## config.mk

```make
export PLATFORM = sky130hd
export DESIGN_NAME = empty_taken_cell_lists
export DESIGN_NICKNAME = d
export VERILOG_FILES = /design/src/hdl/etcl_pkg.sv /design/src/hdl/etcl_ram.sv /design/src/hdl/etcl_store.sv /design/src/hdl/etcl_seq.sv /design/src/hdl/empty_taken_cell_lists.sv
export SDC_FILE = /design/constraint.sdc
export NUM_CORES = 2
export LEC_CHECK = 0
export BUFFER_PORTS_ARGS = -buffer_cell sky130_fd_sc_hd__buf_2
export CAP_MARGIN = 0
export CORE_MARGIN = 4
export CORE_UTILIZATION = 60
export CTS_CLUSTER_SIZE = 12
export DETAILED_ROUTE_END_ITERATION = 6
export PLACE_DENSITY = 0.84
export SETUP_SLACK_MARGIN = 0.2
export SYNTH_ARGS = -nofsm -noshare
export SYNTH_HDL_FRONTEND = slang
export SYNTH_HIERARCHICAL = 1
export SYNTH_SLANG_ARGS = --single-unit
```

## constraint.sdc

```tcl
create_clock -name clk -period 6.2 [get_ports clk]
set_input_delay 0.93 -clock clk [delete_from_list [all_inputs] [get_ports clk]]
set_output_delay 0.93 -clock clk [all_outputs]
set_load 0.05 [all_outputs]
```

## src/hdl/etcl_pkg.sv

```systemverilog
// ----------------------------------------------------------------------------
// etcl_pkg
// Shared constants, codes and types for the empty/taken cell list block.
// ----------------------------------------------------------------------------
package etcl_pkg;

  localparam int CELLS   = 128;
  localparam int CIDX_W  = $clog2(CELLS);
  localparam int LINK_W  = 8;
  localparam int CNT_W   = 8;
  localparam int PIECE_W = 2;

  localparam int LINK_RAM_W = 2 * LINK_W;
  localparam int CELL_RAM_W = PIECE_W + 2;

  localparam logic [LINK_W-1:0]  NONE_LINK   = LINK_W'(CELLS);
  localparam logic [PIECE_W-1:0] EMPTY_PIECE = PIECE_W'(2);

  typedef logic [LINK_W-1:0]  link_t;
  typedef logic [CIDX_W-1:0]  idx_t;
  typedef logic [PIECE_W-1:0] piece_t;
  typedef logic [CNT_W-1:0]   count_t;

  typedef enum logic [1:0] {
    FN_ADD      = 2'd0,
    FN_REMOVE   = 2'd1,
    FN_SET_NEXT = 2'd2,
    FN_READ     = 2'd3
  } func_t;

  typedef enum logic [2:0] {
    ST_IDLE,
    ST_CELL,
    ST_PREV,
    ST_NEXT,
    ST_TAIL,
    ST_COMMIT,
    ST_RESULT
  } state_t;

  // Access to the cell store: one read address, one link write, one cell write.
  typedef struct packed {
    logic   rd;
    idx_t   rd_addr;
    logic   link_wr;
    idx_t   link_addr;
    link_t  wr_prev;
    link_t  wr_next;
    logic   cell_wr;
    idx_t   cell_addr;
    piece_t wr_piece;
    logic   wr_player;
    logic   wr_taken;
  } store_req_t;

  typedef struct packed {
    link_t  prev;
    link_t  next;
    piece_t piece;
    logic   player;
    logic   taken;
  } entry_t;

  typedef struct packed {
    logic   error;
    link_t  cell_prev;
    link_t  cell_next;
    piece_t cell_piece;
    logic   cell_player;
    link_t  first_empty;
    link_t  last_empty;
    link_t  first_taken;
    link_t  last_taken;
    count_t empty_count;
    count_t taken_count;
    piece_t next_piece;
  } result_t;

  function automatic logic link_ok(input link_t l);
    return l < NONE_LINK;
  endfunction

endpackage

```

## src/hdl/etcl_ram.sv

```systemverilog
// ----------------------------------------------------------------------------
// etcl_ram
// Generic single-write, single-read RAM with a registered read port.
// ----------------------------------------------------------------------------
module etcl_ram #(
  parameter int WIDTH = 8,
  parameter int DEPTH = 128
) (
  input  logic                     clk,
  input  logic                     wr_en,
  input  logic [$clog2(DEPTH)-1:0] wr_addr,
  input  logic [WIDTH-1:0]         wr_data,
  input  logic                     rd_en,
  input  logic [$clog2(DEPTH)-1:0] rd_addr,
  output logic [WIDTH-1:0]         rd_data
);

  logic [WIDTH-1:0] mem [DEPTH];

  always_ff @(posedge clk) begin
    if (wr_en) begin
      mem[wr_addr] <= wr_data;
    end
    if (rd_en) begin
      rd_data <= mem[rd_addr];
    end
  end

endmodule

```

## src/hdl/etcl_store.sv

```systemverilog
// ----------------------------------------------------------------------------
// etcl_store
// Cell store: link RAM and cell RAM, with per-entry written flags so that an
// entry never written reads as its reset value.
// ----------------------------------------------------------------------------
module etcl_store import etcl_pkg::*; (
  input  logic       clk,
  input  logic       rst,
  input  store_req_t req,
  output entry_t     rdata
);

  logic [CELLS-1:0]      link_vld;
  logic [CELLS-1:0]      cell_vld;
  idx_t                  rd_addr_q;
  logic                  link_vld_q;
  logic                  cell_vld_q;
  logic [LINK_RAM_W-1:0] link_rd;
  logic [CELL_RAM_W-1:0] cell_rd;
  link_t                 dflt_prev;
  link_t                 dflt_next;

  etcl_ram #(
    .WIDTH(LINK_RAM_W),
    .DEPTH(CELLS)
  ) u_link_ram (
    .clk     (clk),
    .wr_en   (req.link_wr),
    .wr_addr (req.link_addr),
    .wr_data ({req.wr_prev, req.wr_next}),
    .rd_en   (req.rd),
    .rd_addr (req.rd_addr),
    .rd_data (link_rd)
  );

  etcl_ram #(
    .WIDTH(CELL_RAM_W),
    .DEPTH(CELLS)
  ) u_cell_ram (
    .clk     (clk),
    .wr_en   (req.cell_wr),
    .wr_addr (req.cell_addr),
    .wr_data ({req.wr_piece, req.wr_player, req.wr_taken}),
    .rd_en   (req.rd),
    .rd_addr (req.rd_addr),
    .rd_data (cell_rd)
  );

  always_ff @(posedge clk) begin
    if (rst) begin
      link_vld <= '0;
      cell_vld <= '0;
    end else begin
      if (req.link_wr) begin
        link_vld[req.link_addr] <= 1'b1;
      end
      if (req.cell_wr) begin
        cell_vld[req.cell_addr] <= 1'b1;
      end
    end
  end

  always_ff @(posedge clk) begin
    if (req.rd) begin
      rd_addr_q  <= req.rd_addr;
      link_vld_q <= link_vld[req.rd_addr];
      cell_vld_q <= cell_vld[req.rd_addr];
    end
  end

  // Reset pattern: ascending order, ends of the list point at none
  assign dflt_prev = (rd_addr_q == '0) ? NONE_LINK
                                       : LINK_W'(rd_addr_q) - LINK_W'(1);
  assign dflt_next = (rd_addr_q == idx_t'(CELLS - 1)) ? NONE_LINK
                                                      : LINK_W'(rd_addr_q) + LINK_W'(1);

  always_comb begin
    if (link_vld_q) begin
      rdata.prev = link_rd[LINK_RAM_W-1:LINK_W];
      rdata.next = link_rd[LINK_W-1:0];
    end else begin
      rdata.prev = dflt_prev;
      rdata.next = dflt_next;
    end
    if (cell_vld_q) begin
      rdata.piece  = cell_rd[CELL_RAM_W-1:2];
      rdata.player = cell_rd[1];
      rdata.taken  = cell_rd[0];
    end else begin
      rdata.piece  = EMPTY_PIECE;
      rdata.player = 1'b0;
      rdata.taken  = 1'b0;
    end
  end

endmodule

```

## src/hdl/etcl_seq.sv

```systemverilog
// ----------------------------------------------------------------------------
// etcl_seq
// Sequencer: walks one word through the link updates in the cell store and
// keeps the list heads, tails, counts and the pending piece.
// ----------------------------------------------------------------------------
module etcl_seq import etcl_pkg::*; (
  input  logic       clk,
  input  logic       rst,
  input  logic       in_fire,
  input  func_t      func_in,
  input  idx_t       pos_in,
  input  logic       player_in,
  input  piece_t     piece_in,
  output logic       idle,
  input  logic       out_free,
  output logic       res_load,
  output result_t    res,
  output store_req_t req,
  input  entry_t     rdata
);

  state_t state;
  state_t state_next;

  func_t  func_q;
  idx_t   pos_q;
  logic   player_q;
  piece_t piece_q;
  logic   err_q;
  link_t  pv_q;
  link_t  nx_q;
  link_t  dt_q;
  link_t  c_prev;
  link_t  c_next;
  piece_t c_piece;
  logic   c_player;

  link_t  empty_head;
  link_t  empty_tail;
  link_t  taken_head;
  link_t  taken_tail;
  count_t empty_total;
  count_t taken_total;
  piece_t pending_piece;

  logic   is_add;
  logic   is_move;
  logic   pos_ok;
  logic   err;
  link_t  p_link;

  assign is_add  = (func_q == FN_ADD);
  assign is_move = (func_q == FN_ADD) || (func_q == FN_REMOVE);
  assign p_link  = LINK_W'(pos_q);
  assign pos_ok  = p_link < NONE_LINK;
  assign err     = (is_add && (!pos_ok || rdata.taken)) ||
                   ((func_q == FN_REMOVE) && (!pos_ok || !rdata.taken));

  // Next state
  always_comb begin
    state_next = state;
    case (state)
      ST_IDLE: begin
        if (in_fire) state_next = ST_CELL;
      end
      ST_CELL: begin
        state_next = (is_move && !err) ? ST_PREV : ST_RESULT;
      end
      ST_PREV:   state_next = ST_NEXT;
      ST_NEXT:   state_next = ST_TAIL;
      ST_TAIL:   state_next = ST_COMMIT;
      ST_COMMIT: state_next = ST_RESULT;
      ST_RESULT: begin
        if (out_free) state_next = ST_IDLE;
      end
      default:   state_next = ST_IDLE;
    endcase
  end

  // Store accesses and handshake
  always_comb begin
    req      = '0;
    idle     = 1'b0;
    res_load = 1'b0;
    case (state)
      ST_IDLE: begin
        idle        = 1'b1;
        req.rd      = in_fire;
        req.rd_addr = pos_in;
      end
      ST_CELL: begin
        req.rd      = is_move && !err && link_ok(rdata.prev);
        req.rd_addr = rdata.prev[CIDX_W-1:0];
      end
      ST_PREV: begin
        // predecessor skips over the moved cell
        req.link_wr   = link_ok(pv_q);
        req.link_addr = pv_q[CIDX_W-1:0];
        req.wr_prev   = rdata.prev;
        req.wr_next   = nx_q;
        req.rd        = link_ok(nx_q);
        req.rd_addr   = nx_q[CIDX_W-1:0];
      end
      ST_NEXT: begin
        req.link_wr   = link_ok(nx_q);
        req.link_addr = nx_q[CIDX_W-1:0];
        req.wr_prev   = pv_q;
        req.wr_next   = rdata.next;
        req.rd        = link_ok(dt_q);
        req.rd_addr   = dt_q[CIDX_W-1:0];
      end
      ST_TAIL: begin
        // old tail of the destination list now points at the moved cell
        req.link_wr   = link_ok(dt_q);
        req.link_addr = dt_q[CIDX_W-1:0];
        req.wr_prev   = rdata.prev;
        req.wr_next   = p_link;
      end
      ST_COMMIT: begin
        req.link_wr   = 1'b1;
        req.link_addr = pos_q;
        req.wr_prev   = link_ok(dt_q) ? dt_q : NONE_LINK;
        req.wr_next   = NONE_LINK;
        req.cell_wr   = 1'b1;
        req.cell_addr = pos_q;
        req.wr_piece  = is_add ? piece_q : EMPTY_PIECE;
        req.wr_player = is_add ? player_q : c_player;
        req.wr_taken  = is_add;
      end
      ST_RESULT: begin
        res_load = out_free;
      end
      default: begin
        req = '0;
      end
    endcase
  end

  always_ff @(posedge clk) begin
    if (rst) begin
      state         <= ST_IDLE;
      empty_head    <= '0;
      empty_tail    <= LINK_W'(CELLS - 1);
      taken_head    <= NONE_LINK;
      taken_tail    <= NONE_LINK;
      empty_total   <= CNT_W'(CELLS);
      taken_total   <= '0;
      pending_piece <= '0;
    end else begin
      state <= state_next;
      if (state == ST_CELL && func_q == FN_SET_NEXT) begin
        pending_piece <= piece_q;
      end
      if (state == ST_COMMIT) begin
        if (is_add) begin
          if (!link_ok(pv_q)) empty_head <= nx_q;
          if (!link_ok(nx_q)) empty_tail <= pv_q;
          if (!link_ok(dt_q)) taken_head <= p_link;
          taken_tail  <= p_link;
          empty_total <= empty_total - CNT_W'(1);
          taken_total <= taken_total + CNT_W'(1);
        end else begin
          if (!link_ok(pv_q)) taken_head <= nx_q;
          if (!link_ok(nx_q)) taken_tail <= pv_q;
          if (!link_ok(dt_q)) empty_head <= p_link;
          empty_tail  <= p_link;
          empty_total <= empty_total + CNT_W'(1);
          taken_total <= taken_total - CNT_W'(1);
        end
      end
    end
  end

  // Word registers
  always_ff @(posedge clk) begin
    if (state == ST_IDLE && in_fire) begin
      func_q   <= func_in;
      pos_q    <= pos_in;
      player_q <= player_in;
      piece_q  <= piece_in;
    end
    if (state == ST_CELL) begin
      err_q <= err;
      pv_q  <= rdata.prev;
      nx_q  <= rdata.next;
      dt_q  <= is_add ? taken_tail : empty_tail;
      if (pos_ok) begin
        c_prev   <= rdata.prev;
        c_next   <= rdata.next;
        c_piece  <= rdata.piece;
        c_player <= rdata.player;
      end else begin
        c_prev   <= NONE_LINK;
        c_next   <= NONE_LINK;
        c_piece  <= EMPTY_PIECE;
        c_player <= 1'b0;
      end
    end
    if (state == ST_COMMIT) begin
      c_prev   <= link_ok(dt_q) ? dt_q : NONE_LINK;
      c_next   <= NONE_LINK;
      c_piece  <= is_add ? piece_q : EMPTY_PIECE;
      c_player <= is_add ? player_q : c_player;
    end
  end

  always_comb begin
    res.error       = err_q;
    res.cell_prev   = c_prev;
    res.cell_next   = c_next;
    res.cell_piece  = c_piece;
    res.cell_player = c_player;
    res.first_empty = empty_head;
    res.last_empty  = empty_tail;
    res.first_taken = taken_head;
    res.last_taken  = taken_tail;
    res.empty_count = empty_total;
    res.taken_count = taken_total;
    res.next_piece  = pending_piece;
  end

endmodule

```

## src/hdl/empty_taken_cell_lists.sv

```systemverilog
// ----------------------------------------------------------------------------
// empty_taken_cell_lists
// Board cells kept on two index-linked lists, empty and taken.
// ----------------------------------------------------------------------------
// Input channel (in_valid/in_ready) takes one word: func, pos, player, piece.
// Add moves a cell from the empty list to the taken tail, remove moves it
// back to the empty tail, set-next stores the pending piece, read changes
// nothing. Each word gives exactly one result word on the output channel
// (out_valid/out_ready): the cell's links and contents after the operation,
// all heads, tails and counts, the pending piece and an error flag for a
// refused add or remove.
// Sequence: a read, set-next or refused operation passes through the cell
// read and result states; a move also passes through the predecessor,
// successor, tail and commit states, one link read-modify-write per cycle
// through the single write port of the link memory. The next word is taken
// once the result is in the output register. Only one word is in flight at a time.
// The result sits in an output register; while the receiver stalls the block
// still accepts the next word and holds its result until the register frees.
// Reset (rst, synchronous) restores ascending cell order on the empty list at
// once through per-entry written flags; no clearing pass is needed.
// ----------------------------------------------------------------------------
module empty_taken_cell_lists import etcl_pkg::*; (
  input  logic         clk,
  input  logic         rst,
  input  logic         in_valid,
  output logic         in_ready,
  input  logic [1:0]   func,
  input  logic [6:0]   pos,
  input  logic         player,
  input  logic [1:0]   piece,
  output logic         out_valid,
  input  logic         out_ready,
  output logic         error,
  output logic [7:0]   cell_prev,
  output logic [7:0]   cell_next,
  output logic [1:0]   cell_piece_out,
  output logic         cell_player_out,
  output logic [7:0]   first_empty,
  output logic [7:0]   last_empty,
  output logic [7:0]   first_taken,
  output logic [7:0]   last_taken,
  output logic [7:0]   empty_count,
  output logic [7:0]   taken_count,
  output logic [1:0]   next_piece
);

  logic       idle;
  logic       in_fire;
  logic       out_free;
  logic       res_load;
  result_t    res;
  result_t    res_q;
  store_req_t req;
  entry_t     rdata;

  assign in_ready = idle;
  assign in_fire  = in_valid && idle;
  assign out_free = !out_valid || out_ready;

  etcl_seq u_seq (
    .clk       (clk),
    .rst       (rst),
    .in_fire   (in_fire),
    .func_in   (func_t'(func)),
    .pos_in    (idx_t'(pos)),
    .player_in (player),
    .piece_in  (piece_t'(piece)),
    .idle      (idle),
    .out_free  (out_free),
    .res_load  (res_load),
    .res       (res),
    .req       (req),
    .rdata     (rdata)
  );

  etcl_store u_store (
    .clk   (clk),
    .rst   (rst),
    .req   (req),
    .rdata (rdata)
  );

  always_ff @(posedge clk) begin
    if (rst) begin
      out_valid <= 1'b0;
    end else if (res_load) begin
      out_valid <= 1'b1;
    end else if (out_ready) begin
      out_valid <= 1'b0;
    end
  end

  always_ff @(posedge clk) begin
    if (res_load) begin
      res_q <= res;
    end
  end

  assign error           = res_q.error;
  assign cell_prev       = res_q.cell_prev;
  assign cell_next       = res_q.cell_next;
  assign cell_piece_out  = res_q.cell_piece;
  assign cell_player_out = res_q.cell_player;
  assign first_empty     = res_q.first_empty;
  assign last_empty      = res_q.last_empty;
  assign first_taken     = res_q.first_taken;
  assign last_taken      = res_q.last_taken;
  assign empty_count     = res_q.empty_count;
  assign taken_count     = res_q.taken_count;
  assign next_piece      = res_q.next_piece;

endmodule

```

==> flow_metrics.env <==
export IMPL_timing_final_crit_share_pct=93.6
export IMPL_clkTransAtPathRegs_ps=60
export IMPL_yosysSeqAreaShare_pct=74.6
export IMPL_final_min_clock_period_ps=5800
export IMPL_finalHoldViolations=0
export IMPL_setup_viol=0
export IMPL_syn_mean_instance_area_sq_um=20.2
export IMPL_grt_start_max_net_pins=254
export IMPL_startpoint_type="flip-flop"
export IMPL_vias=65313
export IMPL_critPathKind="reg -> reg"
export IMPL_slew_violations=0
export IMPL_synth_ff_type="edfxtp_1"
export IMPL_pwr_share_clk_pct=25.4
export IMPL_cp_cell_sequence="inv_1 -> ha_1 -> and3_1 -> nand4_1 -> buf_4 -> nor2_1 -> buf_4"
export IMPL_vias_per_cell=7.31
export IMPL_critical_path_max_stage_delay_ps=1040
export IMPL_clockBufferDepth=4
export IMPL_ios=88
export IMPL_synth_edf_count=2707
export IMPL_rsz0062_at_grt="false"
export IMPL_start_util_pct=60.3
export IMPL_post_cts_buffers=0
export IMPL_worstPathRequired_ps=6810
export IMPL_fmax_mhz=172
export IMPL_wl_microns=342000
export IMPL_crit_buf_inv=3
export IMPL_syn_inst=5810
export IMPL_p_leak_nw=39.6
export IMPL_grt_pass1_wl_microns=489000
export IMPL_dp_cells=8459
export IMPL_clk_latency_ps=960
export IMPL_grt_usage_pct=33.9
export IMPL_mostFrequentLayoutCells="edfxtp_1 (2,707), mux4_2 (894), nor2_1 (600)"
export IMPL_path_delay_family="simple AND/OR/NAND/NOR gates"
export IMPL_p_per_area_nw_per_um2=520
export IMPL_syn_area_sq_um=117000
export IMPL_cts_hold_buf=0
export IMPL_nNetsFinal=6183
export IMPL_worstHoldPathType="in -> reg"
export IMPL_skew_ps=62.3
export IMPL_hpwl_microns=182000
export IMPL_irDropWorstVdd_mv=0.490
export IMPL_antenna_left=0
export IMPL_gr_total_overflow=0
export IMPL_dr_first_iter_drc_count=11827
export IMPL_cp_slowest_cell="and3_1"
export IMPL_antenna_found_initial=33
export IMPL_layout_commonest_cell="edfxtp_1"
export IMPL_p_switching_w=0.0236
export IMPL_gp_congestion=0.856
export IMPL_cts_tree="yes"
export IMPL_placed_cell_area_sq_um=122000
export IMPL_drtPass1Iterations=7
export IMPL_maxCapViolations=0
export IMPL_grt_pass1_vias=66082
export IMPL_die_area_sq_um=203000
export IMPL_stdcell_count=8936
export IMPL_numPortBuffers=87
export IMPL_relSlewSlack_pct=13.8
export IMPL_drive_above_1_share_pct=26.9
export IMPL_cp_common_cell="buf_4"
export IMPL_crit_arrival_ps=6410
export IMPL_status="finished with violations"
export IMPL_core_sq_um=195000
export IMPL_p_seq_share_pct=34.8
export IMPL_synth_nets=5839
export IMPL_crit_fanout=24
export IMPL_violations="design-rule violations"
export IMPL_syn_to_final_growth_pct=11.8
export IMPL_critical_path_endpoint_type="flip-flop"
export IMPL_die_h_microns=451
export IMPL_fin_area_sq_um=131000
export IMPL_cts_resized=0
export IMPL_synthArstFlopShare_pct=0
export IMPL_combPwrFrac_pct=39.8
export IMPL_cts_max_level=5
export IMPL_synth_cell_types=63
export IMPL_cts_sinks=3025
export IMPL_drc_errors=46
export IMPL_setup_tns_ps=0
export IMPL_die_w_microns=451
export IMPL_yosysWarnings=6
export IMPL_intPower_w=0.0447
export IMPL_routedWlPerCell_microns=38.2
export IMPL_row_count=162
export IMPL_ys_ff_latch=3025
export IMPL_cts_root_buf="clkbuf_16"
export IMPL_tightestPinTransition_ps=1280
export IMPL_swShare_pct=34.5
export IMPL_cts_buffers=315
-- cells in the mapped netlist, types with 7 or more instances --
library cell  count  area share (%)
buf_1            45            0.14
clkbuf_1        187            0.60
nand2_1         138            0.44
xor2_1           10           0.075
edfxtp_1       2707              69
inv_1            10           0.032
buf_4            11           0.070
mux4_2          894              17
a22oi_1          16            0.10
a211oi_1         23            0.15
a211o_1           8           0.060
a21oi_1         307             1.3
o31ai_1           7           0.045
dfxtp_1         318             5.4
nand4_1           9           0.048
mux2_2           30            0.29
nor3_1           45            0.19
nor4_1            8           0.043
a22o_1           11           0.082
and2_1           36            0.19
nor2_1          607             1.9
ha_1             13            0.14
buf_2            85            0.36
nor2b_1          33            0.18
o22ai_1          11           0.059
nand2b_1         24            0.13
nand3_1          30            0.13
mux4_1            9            0.20
a221oi_1          8           0.060
o21ai_0          32            0.14
mux2i_1          57            0.49
xnor2_1          14            0.10
-- power by group through the flow --
| stage | Clock (W) | Sequential [W] | Combinational (W) |
|---|---|---|---|
| floorplan | 0 | 0.0237 | 0.0174 |
| detailed placement | 0 | 0.0241 | 0.0254 |
| finish | 0.0173 | 0.0238 | 0.0272 |
| global placement | 0 | 0.0241 | 0.0247 |
| CTS | 0.0174 | 0.0237 | 0.0265 |
| global route | 0.0183 | 0.0237 | 0.0277 |
-- worst paths after layout --
kind / from / endpoint / slack, ps / depth (start not counted)
setup / recovery: u_seq/state[1] / u_store/u_link_ram/mem[31][10] / 400 / 7
hold / removal: piece[1] / u_seq/piece_q[1] / 180 / 1
setup reg to reg: u_seq/state[1] / u_store/u_link_ram/mem[31][10] / 400 / 7
hold reg to reg: u_seq/c_prev[7] / cell_prev[7] / 420 / 0
-- worst reg2reg max path, stage by stage (launching register included) --
cell and delay (ps):
dfxtp_1 820, inv_1 280, ha_1 920, and3_1 1050
nand4_1 940, buf_4 500, nor2_1 550, buf_4 420
-- cells by family (layout without fill, tap and decap cells) --
group / Yosys count / in the layout / synth area share [%]
other: 0 / 12 / 0
adders and majority gates: 13 / 13 / 0.138
muxes: 991 / 991 / 18.1
AOI/OAI and AO/OA: 459 / 459 / 2.24
xor gates and xnor gates: 24 / 24 / 0.179
and+or+nand+nor: 955 / 955 / 3.47
buffers and inverters: 343 / 833 / 1.25
DFF: 3025 / 3025 / 74.6
-- through the flow --
stage	setup slack, ps	hold slack [ps]	total power, W	util [%]
3_3_place_gp	986	402	0.0487	62.9
2_1_floorplan	597	400	0.0411	-
3_5_place_dp	894	408	0.0495	62.9
6_report	395	176	0.0683	67.5
5_1_grt	393	151	0.0698	67.4
4_1_cts	653	145	0.0675	67.4
-- metal layers --
metal	wire, microns	part of all wire, %	track usage (%)
met1	104000	31	41.3
met2	165000	48	53.9
met3	46000	13	10.3
met4	26500	7.8	20.3
met5	202	0.059	0.142
-- cell type report --
type	count	area, sq um
antenna	12	30.0
clock buffer	427	8610
clock inverter	36	269
fill	10964	63400
inverter	11	41.3
multi-input combinational	2442	28600
sequential	3025	87700
tap	2624	3280
timing repair buffer	359	2880
-- sequential cells by signal, summed over array words and instances, names as in the netlist, 16 cells and up --
name                        cells
u_store/u_link_ram/mem       2048
u_store/u_cell_ram/mem        512
u_store/cell_vld              128
u_store/link_vld              128
u_store/u_link_ram/rd_data     16
Note: power is estimated with default switching activity, not from simulation.
